===== src/rtl/spd_pkg.sv =====
// ============================================================================
// spd_pkg
// Shared types and constants of the sensor packet deframer.
// ============================================================================
package spd_pkg;

    // Field widths.
    localparam int BYTE_W    = 8;
    localparam int YAW_W     = 16;
    localparam int CFG_IDX_W = 8;

    // Byte positions inside a packet.
    localparam int TYPE_POS   = 1;
    localparam int YAW_LO_POS = 6;
    localparam int YAW_HI_POS = 7;

    // Configuration register indexes.
    localparam logic [CFG_IDX_W-1:0] CFG_HEADER_IDX = 8'd0;
    localparam logic [CFG_IDX_W-1:0] CFG_WANTED_IDX = 8'd1;

    // Register reset values.
    localparam logic [BYTE_W-1:0] HEADER_RESET = 8'h55;
    localparam logic [BYTE_W-1:0] WANTED_RESET = 8'h53;

    // Per-cycle control handed to every window cell.
    typedef struct packed {
        logic load;   // store the incoming byte in this cell
        logic shift;  // take the byte from the realigned source position
    } spd_cell_ctl_t;

endpackage


===== src/rtl/spd_cell.sv =====
// ============================================================================
// spd_cell
// One window cell: holds one packet byte and the running sum up to it.
// ============================================================================
module spd_cell
    import spd_pkg::*;
(
    input  logic                aclk,
    input  spd_cell_ctl_t       ctl,
    input  logic [BYTE_W-1:0]   load_byte,
    input  logic [BYTE_W-1:0]   load_pre,
    input  logic [BYTE_W-1:0]   shift_byte,
    input  logic [BYTE_W-1:0]   shift_pre,
    input  logic [BYTE_W-1:0]   base_pre,
    output logic [BYTE_W-1:0]   byte_out,
    output logic [BYTE_W-1:0]   pre_out
);

    logic [BYTE_W-1:0] byte_reg;
    logic [BYTE_W-1:0] byte_next;
    logic [BYTE_W-1:0] pre_reg;
    logic [BYTE_W-1:0] pre_next;

    // On realignment the prefix sum is rebased to the new head byte.
    always_comb begin
        byte_next = byte_reg;
        pre_next  = pre_reg;
        if (ctl.load) begin
            byte_next = load_byte;
            pre_next  = load_pre;
        end else if (ctl.shift) begin
            byte_next = shift_byte;
            pre_next  = shift_pre - base_pre;
        end
    end

    // Payload storage, no reset needed.
    always_ff @(posedge aclk) begin
        byte_reg <= byte_next;
        pre_reg  <= pre_next;
    end

    assign byte_out = byte_reg;
    assign pre_out  = pre_reg;

endmodule


===== src/rtl/sensor_packet_deframer_top.sv =====
// ============================================================================
// sensor_packet_deframer_top
// Recovers checksummed sensor packets from a byte stream and emits yaw codes.
// ============================================================================
//
//  Channel  Direction  Payload                       Transaction when
//  s_       in         tdata[7:0]  rx_byte           s_tvalid && s_tready
//  m_       out        tdata[15:0] yaw_code          m_tvalid && m_tready
//  cfg_     in         index[7:0], data[7:0]         cfg_valid && cfg_ready
//
//  One byte is taken every cycle while s_tready is high; a packet check, its
//  result and any realignment finish in the cycle of the last byte, through one
//  add and one parallel header search over the cell row followed by a variable
//  shift. A result is registered and shows on m_ in the cycle after the final
//  byte. s_tready drops only while a result waits and m_tready is low.
//  Reset is synchronous on aresetn; it clears the fill count, sum and output
//  valid, presets the configuration registers; window bytes are not cleared.
//
module sensor_packet_deframer_top
    import spd_pkg::*;
#(
    parameter int PACKET_LEN = 11
)
(
    input  logic                  aclk,
    input  logic                  aresetn,
    // Input stream; tdata[7:0] = rx_byte.
    input  logic                  s_tvalid,
    output logic                  s_tready,
    input  logic [BYTE_W-1:0]     s_tdata,
    // Result stream; tdata[15:0] = yaw_code.
    output logic                  m_tvalid,
    input  logic                  m_tready,
    output logic [YAW_W-1:0]      m_tdata,
    // Configuration writes.
    input  logic                  cfg_valid,
    output logic                  cfg_ready,
    input  logic [CFG_IDX_W-1:0]  cfg_index,
    input  logic [BYTE_W-1:0]     cfg_data
);

    localparam int IDX_W  = $clog2(PACKET_LEN);
    localparam int NCELL  = PACKET_LEN - 1;
    localparam logic [IDX_W-1:0] LAST_POS = IDX_W'(PACKET_LEN - 1);

    logic [BYTE_W-1:0] header_reg;
    logic [BYTE_W-1:0] wanted_reg;
    logic [IDX_W-1:0]  fill_reg;
    logic [IDX_W-1:0]  fill_next;
    logic [BYTE_W-1:0] total_reg;
    logic [BYTE_W-1:0] total_next;
    logic              out_valid_reg;
    logic              out_valid_next;
    logic [YAW_W-1:0]  out_data_reg;
    logic [YAW_W-1:0]  out_data_next;

    logic              accept;
    logic              take;
    logic              full_evt;
    logic              append;
    logic              sum_ok;
    logic              realign;
    logic              hit;
    logic              found;
    logic [IDX_W-1:0]  sel;
    logic [IDX_W-1:0]  base_idx;
    logic [BYTE_W-1:0] base_pre;
    logic [BYTE_W-1:0] sum_in;

    logic [BYTE_W-1:0] cell_byte [NCELL];
    logic [BYTE_W-1:0] cell_pre  [NCELL];
    logic [BYTE_W-1:0] ext_byte  [PACKET_LEN];
    logic [BYTE_W-1:0] ext_pre   [PACKET_LEN];

    // Handshakes.
    assign cfg_ready = 1'b1;
    assign s_tready  = !out_valid_reg || m_tready;
    assign accept    = s_tvalid && s_tready;

    // A byte is kept unless it arrives on an empty window and is no header.
    assign take     = accept && !((fill_reg == '0) && (s_tdata != header_reg));
    assign full_evt = take && (fill_reg == LAST_POS);
    assign append   = take && !full_evt;
    assign sum_in   = total_reg + s_tdata;
    assign sum_ok   = (total_reg == s_tdata);
    assign hit      = full_evt && sum_ok && (ext_byte[TYPE_POS] == wanted_reg);
    assign realign  = full_evt && !sum_ok && found;

    // Full packet view: stored cells plus the incoming checksum byte.
    always_comb begin
        for (int j = 0; j < NCELL; j++) begin
            ext_byte[j] = cell_byte[j];
            ext_pre[j]  = cell_pre[j];
        end
        ext_byte[PACKET_LEN-1] = s_tdata;
        ext_pre[PACKET_LEN-1]  = sum_in;
    end

    // First header after the head byte; the lowest match wins.
    always_comb begin
        found = 1'b0;
        sel   = '0;
        for (int j = PACKET_LEN - 1; j >= 1; j--) begin
            if (ext_byte[j] == header_reg) begin
                found = 1'b1;
                sel   = IDX_W'(j);
            end
        end
        base_idx = found ? IDX_W'(sel - 1'b1) : '0;
        base_pre = ext_pre[base_idx];
    end

    // Row of window cells.
    for (genvar k = 0; k < NCELL; k++) begin : g_cell
        spd_cell_ctl_t              ctl;
        logic [IDX_W:0]             src;
        logic [BYTE_W-1:0]          shift_byte;
        logic [BYTE_W-1:0]          shift_pre;

        assign ctl.load  = append && (fill_reg == IDX_W'(k));
        assign ctl.shift = realign;

        // Source of this cell after moving the found header to the head.
        always_comb begin
            src = {1'b0, sel} + (IDX_W + 1)'(k);
            if (src < (IDX_W + 1)'(PACKET_LEN)) begin
                shift_byte = ext_byte[src[IDX_W-1:0]];
                shift_pre  = ext_pre[src[IDX_W-1:0]];
            end else begin
                shift_byte = '0;
                shift_pre  = '0;
            end
        end

        spd_cell u_cell (
            .aclk       (aclk),
            .ctl        (ctl),
            .load_byte  (s_tdata),
            .load_pre   (sum_in),
            .shift_byte (shift_byte),
            .shift_pre  (shift_pre),
            .base_pre   (base_pre),
            .byte_out   (cell_byte[k]),
            .pre_out    (cell_pre[k])
        );
    end

    // Fill count and running sum of the held bytes.
    always_comb begin
        fill_next  = fill_reg;
        total_next = total_reg;
        if (append) begin
            fill_next  = fill_reg + 1'b1;
            total_next = sum_in;
        end else if (full_evt) begin
            if (realign) begin
                fill_next  = IDX_W'(PACKET_LEN - int'(sel));
                total_next = sum_in - base_pre;
            end else begin
                fill_next  = '0;
                total_next = '0;
            end
        end
    end

    // Output register.
    always_comb begin
        out_valid_next = out_valid_reg && !m_tready;
        out_data_next  = out_data_reg;
        if (hit) begin
            out_valid_next = 1'b1;
            out_data_next  = {ext_byte[YAW_HI_POS], ext_byte[YAW_LO_POS]};
        end
    end

    // Control and configuration registers.
    always_ff @(posedge aclk) begin
        if (!aresetn) begin
            fill_reg      <= '0;
            total_reg     <= '0;
            out_valid_reg <= 1'b0;
            header_reg    <= HEADER_RESET;
            wanted_reg    <= WANTED_RESET;
        end else begin
            fill_reg      <= fill_next;
            total_reg     <= total_next;
            out_valid_reg <= out_valid_next;
            if (cfg_valid) begin
                case (cfg_index)
                    CFG_HEADER_IDX: header_reg <= cfg_data;
                    CFG_WANTED_IDX: wanted_reg <= cfg_data;
                    default: ;
                endcase
            end
        end
    end

    // Result payload, no reset needed.
    always_ff @(posedge aclk) begin
        out_data_reg <= out_data_next;
    end

    assign m_tvalid = out_valid_reg;
    assign m_tdata  = out_data_reg;

endmodule


===== config.mk =====
export PLATFORM = sky130hd
export DESIGN_NAME = sensor_packet_deframer_top
export DESIGN_NICKNAME = d
export VERILOG_FILES = /design/src/rtl/spd_pkg.sv /design/src/rtl/spd_cell.sv /design/src/rtl/sensor_packet_deframer_top.sv
export SDC_FILE = /design/constraint.sdc
export NUM_CORES = 1
export LEC_CHECK = 0
export ABC_CLOCK_PERIOD_IN_PS = 19050
export BUFFER_PORTS_ARGS = -buffer_cell sky130_fd_sc_hd__buf_2
export CORE_UTILIZATION = 55
export CTS_CLUSTER_SIZE = 30
export DETAILED_ROUTE_END_ITERATION = 12
export PLACE_DENSITY = 0.75
export SYNTH_ARGS = -nofsm -noshare
export SYNTH_HDL_FRONTEND = slang
export SYNTH_SLANG_ARGS = --single-unit

===== constraint.sdc =====
create_clock -name aclk -period 19.05 [get_ports aclk]
set_clock_uncertainty 0.1 [all_clocks]
set_input_delay 3.81 -clock aclk [delete_from_list [all_inputs] [get_ports aclk]]
set_output_delay 3.81 -clock aclk [all_outputs]
set_load 0.02 [all_outputs]

# After elaboration in Yosys (flattened, before gate mapping)
# Index checks and enable logic that the tools add are counted.
[totals]
register_bits = 205
rom_bits = 0
n_memories = 0
wordCells = 298
output_inout_bits = 19
latch_bits = 0
inputBits = 29
ram_bits = 0
[op_classes]
n_mul = 0
mux = 151
reduce_logical = 41
shifts = 0
eq_ne = 24
n_lt_le_gt_ge = 21
n_div = 0
addsub = 24
bitwise_logic = 11
[op_table]
columns = ["cell", "n"]
rows = [
  ["$mux W8", 105],
  ["$bmux W8 S4", 21],
  ["$eq A8 B8 Y1", 12],
  ["$sub A8 B8 Y8", 11],
  ["$mux W4", 14],
  ["$ge A5 B5 Y1 const B", 11],
  ["$not A4 Y5", 11],
  ["$lt A5 B4 Y1 const B", 9],
  ["$reduce_bool A2 Y1", 11],
  ["$add A4 B3 Y5 const B", 4],
  ["$logic_and A1 B1 Y1", 20],
  ["$eq A4 B3 Y1 const B", 4],
  ["$eq A4 B4 Y1 const B", 3],
  ["$mux W1", 11],
  ["$add A4 B2 Y5 const B", 2],
  ["$add A4 B4 Y5 const B", 2],
  ["$add A8 B8 Y8", 1],
  ["$eq A4 B2 Y1 const B", 2],
  ["$eq A8 B1 Y1 const B", 1],
  ["$logic_not A8 Y1", 1],
  ["$ne A8 B8 Y1", 1],
  ["$add A4 B1 Y5 const B", 1],
  ["$logic_not A1 Y1", 5],
  ["$add A4 B1 Y4 const B", 1],
  ["7 further kinds", 8],
]

# Longest topological paths before layout
[depth]
ltp_word = 21
ltp_mapped = 33
depth_no_buf = 27

# By module
# A second synthesis with hierarchy kept.
[hier_totals]
cells_unflattened = 2669
hier_area_um2 = 23452.5
[by_module_without_submodules]
columns = ["mod", "seq_area_each_um2", "instances", "cells_each", "area_per_inst_um2"]
rows = [
  ["sensor_packet_deframer_top", 1061.0, 1, 1719, 12942.4],
  ["spd_cell", 480.5, 10, 95, 1051.0],
]

# Least setup slack after synthesis
# Ideal clock, no wire load.
[synth_timing]
path_type = "input -> register"
startpoint = "input port s_tdata[7]"
endpoint = "register g_cell[0].u_cell.pre_reg[7], data pin"
setup_ps = 256
setup_slack_ps = 7982
stages = 31
n_path_buf = 8
arrival_ps = 10712
path_cell_list = "clkbuf_1 xnor2_1 nand4_1 nor2_1 and3_1 o211ai_1 buf_4 buf_2 buf_2 buf_2 ha_1 clkbuf_1 inv_1 o21ai_1 clkbuf_1 buf_1 a221oi_1 o31ai_1 inv_1 ha_1 nor2b_1 o21ai_0 a21boi_0 o21ai_0 nand2b_1 and2_1 o21a_1 nor2_1 a21oi_1 or4_1 o211a_1"
[synth_via]
elab_chain_cells = 20
word_cells_on_any_way = 45
cone_classes = "3 x add/sub; 1 x order compare; 2 x eq/ne; 30 x mux; 2 x bitwise; 7 x reduce/logical"
[synth_lines]
columns = ["element", "line", "text"]
rows = [
  ["start: declaration", "sensor_packet_deframer_top.sv:30", "input logic [BYTE_W-1:0] s_tdata,"],
  ["$eq A8 B8 Y1", "sensor_packet_deframer_top.sv:104", "if (ext_byte[j] == header_reg) begin"],
  ["$mux W4 (10 in a row)", "sensor_packet_deframer_top.sv:104", ""],
  ["$sub A4 B1 Y4", "sensor_packet_deframer_top.sv:109", "base_idx = found ? IDX_W'(sel - 1'b1) : '0;"],
  ["$mux W4", "sensor_packet_deframer_top.sv:109", ""],
  ["$not A4 Y5 (implied by the code)", "sensor_packet_deframer_top.sv:110", "base_pre = ext_pre[base_idx];"],
  ["$bmux W8 S4", "sensor_packet_deframer_top.sv:110", ""],
  ["$mux W8 (implied by the code) (2 in a row)", "sensor_packet_deframer_top.sv:110", ""],
  ["$sub A8 B8 Y8", "spd_cell.sv:33", "pre_next = shift_pre - base_pre;"],
  ["$mux W8", "spd_cell.sv:31", "end else if (ctl.shift) begin"],
  ["$mux W8 (*)", "spd_cell.sv:28", "if (ctl.load) begin"],
  ["named net g_cell[0].u_cell.pre_next[7]", "spd_cell.sv:22", "logic [BYTE_W-1:0] pre_next;"],
  ["end signal: assignment", "spd_cell.sv:40", "pre_reg <= pre_next;"],
  ["end: declaration", "spd_cell.sv:21", "logic [BYTE_W-1:0] pre_reg;"],
]
# Mark *: on every way through the listed nets, which the timed path passes. The rest lies on a longest branch. The select of a mux whose other input is x is not followed.
# A chain may end at the register's enable or synchronous reset.

# Final worst setup path
[layout_timing]
startpoint = "input port s_tdata[1]"
endpoint = "register g_cell[4].u_cell.pre_reg[7], data pin"
[layout_via]
elab_chain_cells = 20
word_cells_on_any_way = 46
cone_classes = "4 x add/sub; 1 x order compare; 2 x eq/ne; 30 x mux; 2 x bitwise; 7 x reduce/logical"
[layout_lines]
columns = ["element", "line"]
rows = [
  ["$eq A8 B8 Y1", "sensor_packet_deframer_top.sv:104"],
  ["$mux W4 (10 in a row)", "sensor_packet_deframer_top.sv:104"],
  ["$add A4 B3 Y5 / $sub A4 B1 Y4 (equally long branches)", "sensor_packet_deframer_top.sv:125, sensor_packet_deframer_top.sv:109"],
  ["$not A4 Y5 (implied by the code) / $mux W4 (equally long branches)", "sensor_packet_deframer_top.sv:128, sensor_packet_deframer_top.sv:109"],
  ["$bmux W8 S4 / $not A4 Y5 (equally long branches)", "sensor_packet_deframer_top.sv:128, sensor_packet_deframer_top.sv:110"],
  ["$mux W8 (implied by the code) / $bmux W8 S4 (equally long branches)", "sensor_packet_deframer_top.sv:128, sensor_packet_deframer_top.sv:110"],
  ["$mux W8 (on tied branches)", "sensor_packet_deframer_top.sv:128, sensor_packet_deframer_top.sv:110"],
  ["$mux W8 (on tied branches)", "sensor_packet_deframer_top.sv:126, sensor_packet_deframer_top.sv:110"],
  ["$sub A8 B8 Y8", "spd_cell.sv:33"],
  ["$mux W8", "spd_cell.sv:31"],
  ["$mux W8 (*)", "spd_cell.sv:28"],
  ["named net g_cell[4].u_cell.pre_next[7]", "spd_cell.sv:22"],
  ["end signal: assignment", "spd_cell.sv:40"],
  ["end: declaration", "spd_cell.sv:21"],
]
# Marks and branches as above.

==> flow_metrics.env <==
export IMPL_p_seq_share_pct=39.8
export IMPL_yosys_top_cells_area="edfxtp_1 25%, mux2i_1 18%, ha_1 5.8%, nand2_1 4.8%, a21oi_1 4.5%"
export IMPL_nFillCells=3478
export IMPL_grt_use_met3_pct=9.91
export IMPL_die_h_microns=200
export IMPL_drtIter0Drc=3344
export IMPL_drtAntennaViolNets=0
export IMPL_cts_resized=0
export IMPL_insertedDiodeCount=0
export IMPL_startpoint_type="primary input"
export IMPL_synth_seq_cells=205
export IMPL_first_pass_iters=7
export IMPL_drc_errors=0
export IMPL_synth_area_sq_um=21500
export IMPL_rows=72
export IMPL_grt_pass1_wl_microns=128000
export IMPL_seq_area_frac_synth_pct=27.3
export IMPL_area_growth_pct=6.46
export IMPL_crit_arrival_ps=10820
export IMPL_synth_edf_count=176
export IMPL_path_clk_slew_ps=60
export IMPL_cts_inserted_buffers=26
export IMPL_clock_sinks=205
export IMPL_final_cells=2962
export IMPL_synth_most_common_cell="mux2i_1"
export IMPL_cts_hold_buffers_added=0
export IMPL_synth_top_area_share_pct=24.6
export IMPL_clock_path_buffers=3
export IMPL_cellLeakagePower_nw=9.55
export IMPL_tns_ps=0
export IMPL_utilization_pct=59.3
export IMPL_wl_microns=86600
export IMPL_crit_fanout=50
export IMPL_wire_per_inst_microns=29.2
export IMPL_ys_types=93
export IMPL_antenna_found_initial=0
export IMPL_place_gp_congestion=1.11
export IMPL_p_per_area_nw_per_um2=55.4
export IMPL_final_area_sq_um=22900
export IMPL_hold_slack_ps=413
export IMPL_htreeDepth=1
export IMPL_placed_cell_area_sq_um=22000
export IMPL_cp_required_ps=19320
export IMPL_vias=21100
export IMPL_grt_use_total_pct=43.8
export IMPL_final_nets=2566
export IMPL_max_slew_worst_pin_slew_ps=1230
export IMPL_ys_flop_type="edfxtp_1"
export IMPL_synth_fp_nets=2618
export IMPL_grt_ovfl_total=0
export IMPL_first_global_vias=20500
export IMPL_post_place_ws_ps=8240
export IMPL_power_frac_clock_pct=39.4
export IMPL_avgSynthCellArea_sq_um=8.67
export IMPL_grt_busiest_layer="met2"
export IMPL_use_met2_pct=67.4
export IMPL_post_cts_buffers=0
export IMPL_hold_violations=0
export IMPL_status="completed"
export IMPL_postSynth_asyncResetShare_pct=0
export IMPL_root_buffer="clkbuf_16"
export IMPL_peakVddDrop_v=0.0000717
export IMPL_dp_hpwl_microns=63600
export IMPL_power_share_switching_pct=30.4
export IMPL_cts_tree="yes"
export IMPL_grt_max_degree=76
export IMPL_period_share_pct=55.4
export IMPL_coreArea_sq_um=38600
export IMPL_placedCellCount=2914
export IMPL_min_path_type="register to register"
export IMPL_fmax_ghz=0.0947
export IMPL_initial_core_util_pct=55.7
export IMPL_criticalPathCategory="primary input to register"
export IMPL_intPower_mw=0.883
export IMPL_die_w_microns=200
export IMPL_io_buffers=46
export IMPL_max_slew_margin_pct=17.5
export IMPL_yosysTopAreaCell="edfxtp_1"
export IMPL_final_layout_size_suffix_gt1_share_pct=9.57
export IMPL_insertion_delay_ps=570
export IMPL_power_switching_mw=0.385
export IMPL_totalPowerFinal_mw=1.27
export IMPL_comb_power_share_pct=20.8
export IMPL_rsz0062_at_grt="false"
export IMPL_drv_slew=0
export IMPL_synthTopCellsByCount="385 x mux2i_1, 272 x nand2_1, 199 x nor2_1"
export IMPL_setup_violations=0
export IMPL_die_area_sq_um=39900
export IMPL_ys_warnings_count=0
export IMPL_vias_per_cell=7.12
export IMPL_finalCriticalPeriod_ps=10550
export IMPL_drv_cap=0
export IMPL_layout_setup_ws_ps=8500
export IMPL_synth_cells=2477
export IMPL_use_met1_pct=52.2
export IMPL_endpoint_kind="register"
export IMPL_ios=48
[worst max-delay path, stage by stage]
cell and delay, ps:
buf_2 400, xnor2_1 170, nand4_1 110, nor2_1 250
and3_1 270, o211ai_1 170, buf_4 280, buf_4 400
inv_2 260, buf_4 680, mux2i_1 530, nand2_1 190
a21oi_1 80, o21ai_0 790, inv_1 110, ha_1 310
nor2b_1 120, o21ai_0 200, a21boi_0 160, o21ai_0 180
nand2b_1 90, and2_1 180, o21a_1 200, nor2_1 220
nand3_1 130, nor3b_1 200, a221oi_1 250
[cells by family (layout without fill, tap and decap cells)]
group,Yosys count,in the layout,synth area share (%)
DFF,205,205,27.3
and+or+nand+nor,706,706,15.1
xor gates and xnor gates,141,141,5.92
adders and majority gates,112,112,6.94
AOI/OAI and AO/OA,676,676,20.4
muxes,415,415,19.7
other,1,1,0.0175
buffers and inverters,221,188,4.62
[layer usage]
| metal | wire length, microns | vias to the layer above | part of all wire (%) |
|---|---|---|---|
| li1 | - | 9018 | - |
| met5 | 0 | - | 0 |
| met3 | 9780 | 537 | 11 |
| met4 | 8760 | 0 | 10 |
| met2 | 37300 | 1625 | 43 |
| met1 | 30700 | 9914 | 35 |
[layout make-up]
class	count	area (sq um)	share of cell area [%]
inverter	45	171	0.749
clock buffer	32	673	2.94
sequential	205	5870	25.6
multi-input combinational	2051	14700	64.5
timing repair buffer	96	612	2.67
clock inverter	15	161	0.706
tap	518	648	2.83
[final timing paths]
kind	startpoint	to	slack [ps]	cells past startpoint
max	s_tdata[1]	g_cell[4].u_cell.pre_out[7]	8500	27
max reg2reg	header_reg[5]	g_cell[4].u_cell.pre_out[7]	10220	25
min reg2reg	wanted_reg[0]	wanted_reg[0]	410	2
min	wanted_reg[0]	wanted_reg[0]	410	2
[power groups by stage]
stage	clock [mW]	sequential (mW)	combinational, mW
floorplan	0	0.511	0.167
global placement	0	0.514	0.242
detailed placement	0	0.514	0.251
CTS	0.499	0.504	0.252
global route	0.516	0.505	0.280
finish	0.499	0.505	0.263
[cell usage in the layout, fill, tap and decap left out, types with 15 or more instances in the layout]
cell and n:
xor2_1 37, inv_1 40, buf_2 46, nand4_1 17, nor2b_1 25, a22o_1 57
and2_1 26, a211oi_1 28, o22ai_1 20, nor3_1 16, xnor2_1 91, ha_1 99
o21ai_0 168, mux2i_1 385, o31ai_1 20, and3_1 15, nand3_1 41, a21o_1 17
dfxtp_1 29, clkbuf_16 26, nand2b_1 32, mux2_2 25, edfxtp_1 176, a22oi_1 41
nor2_1 199, a21oi_1 190, nand2_1 272, buf_4 49
(Power assumes the default switching activity.)
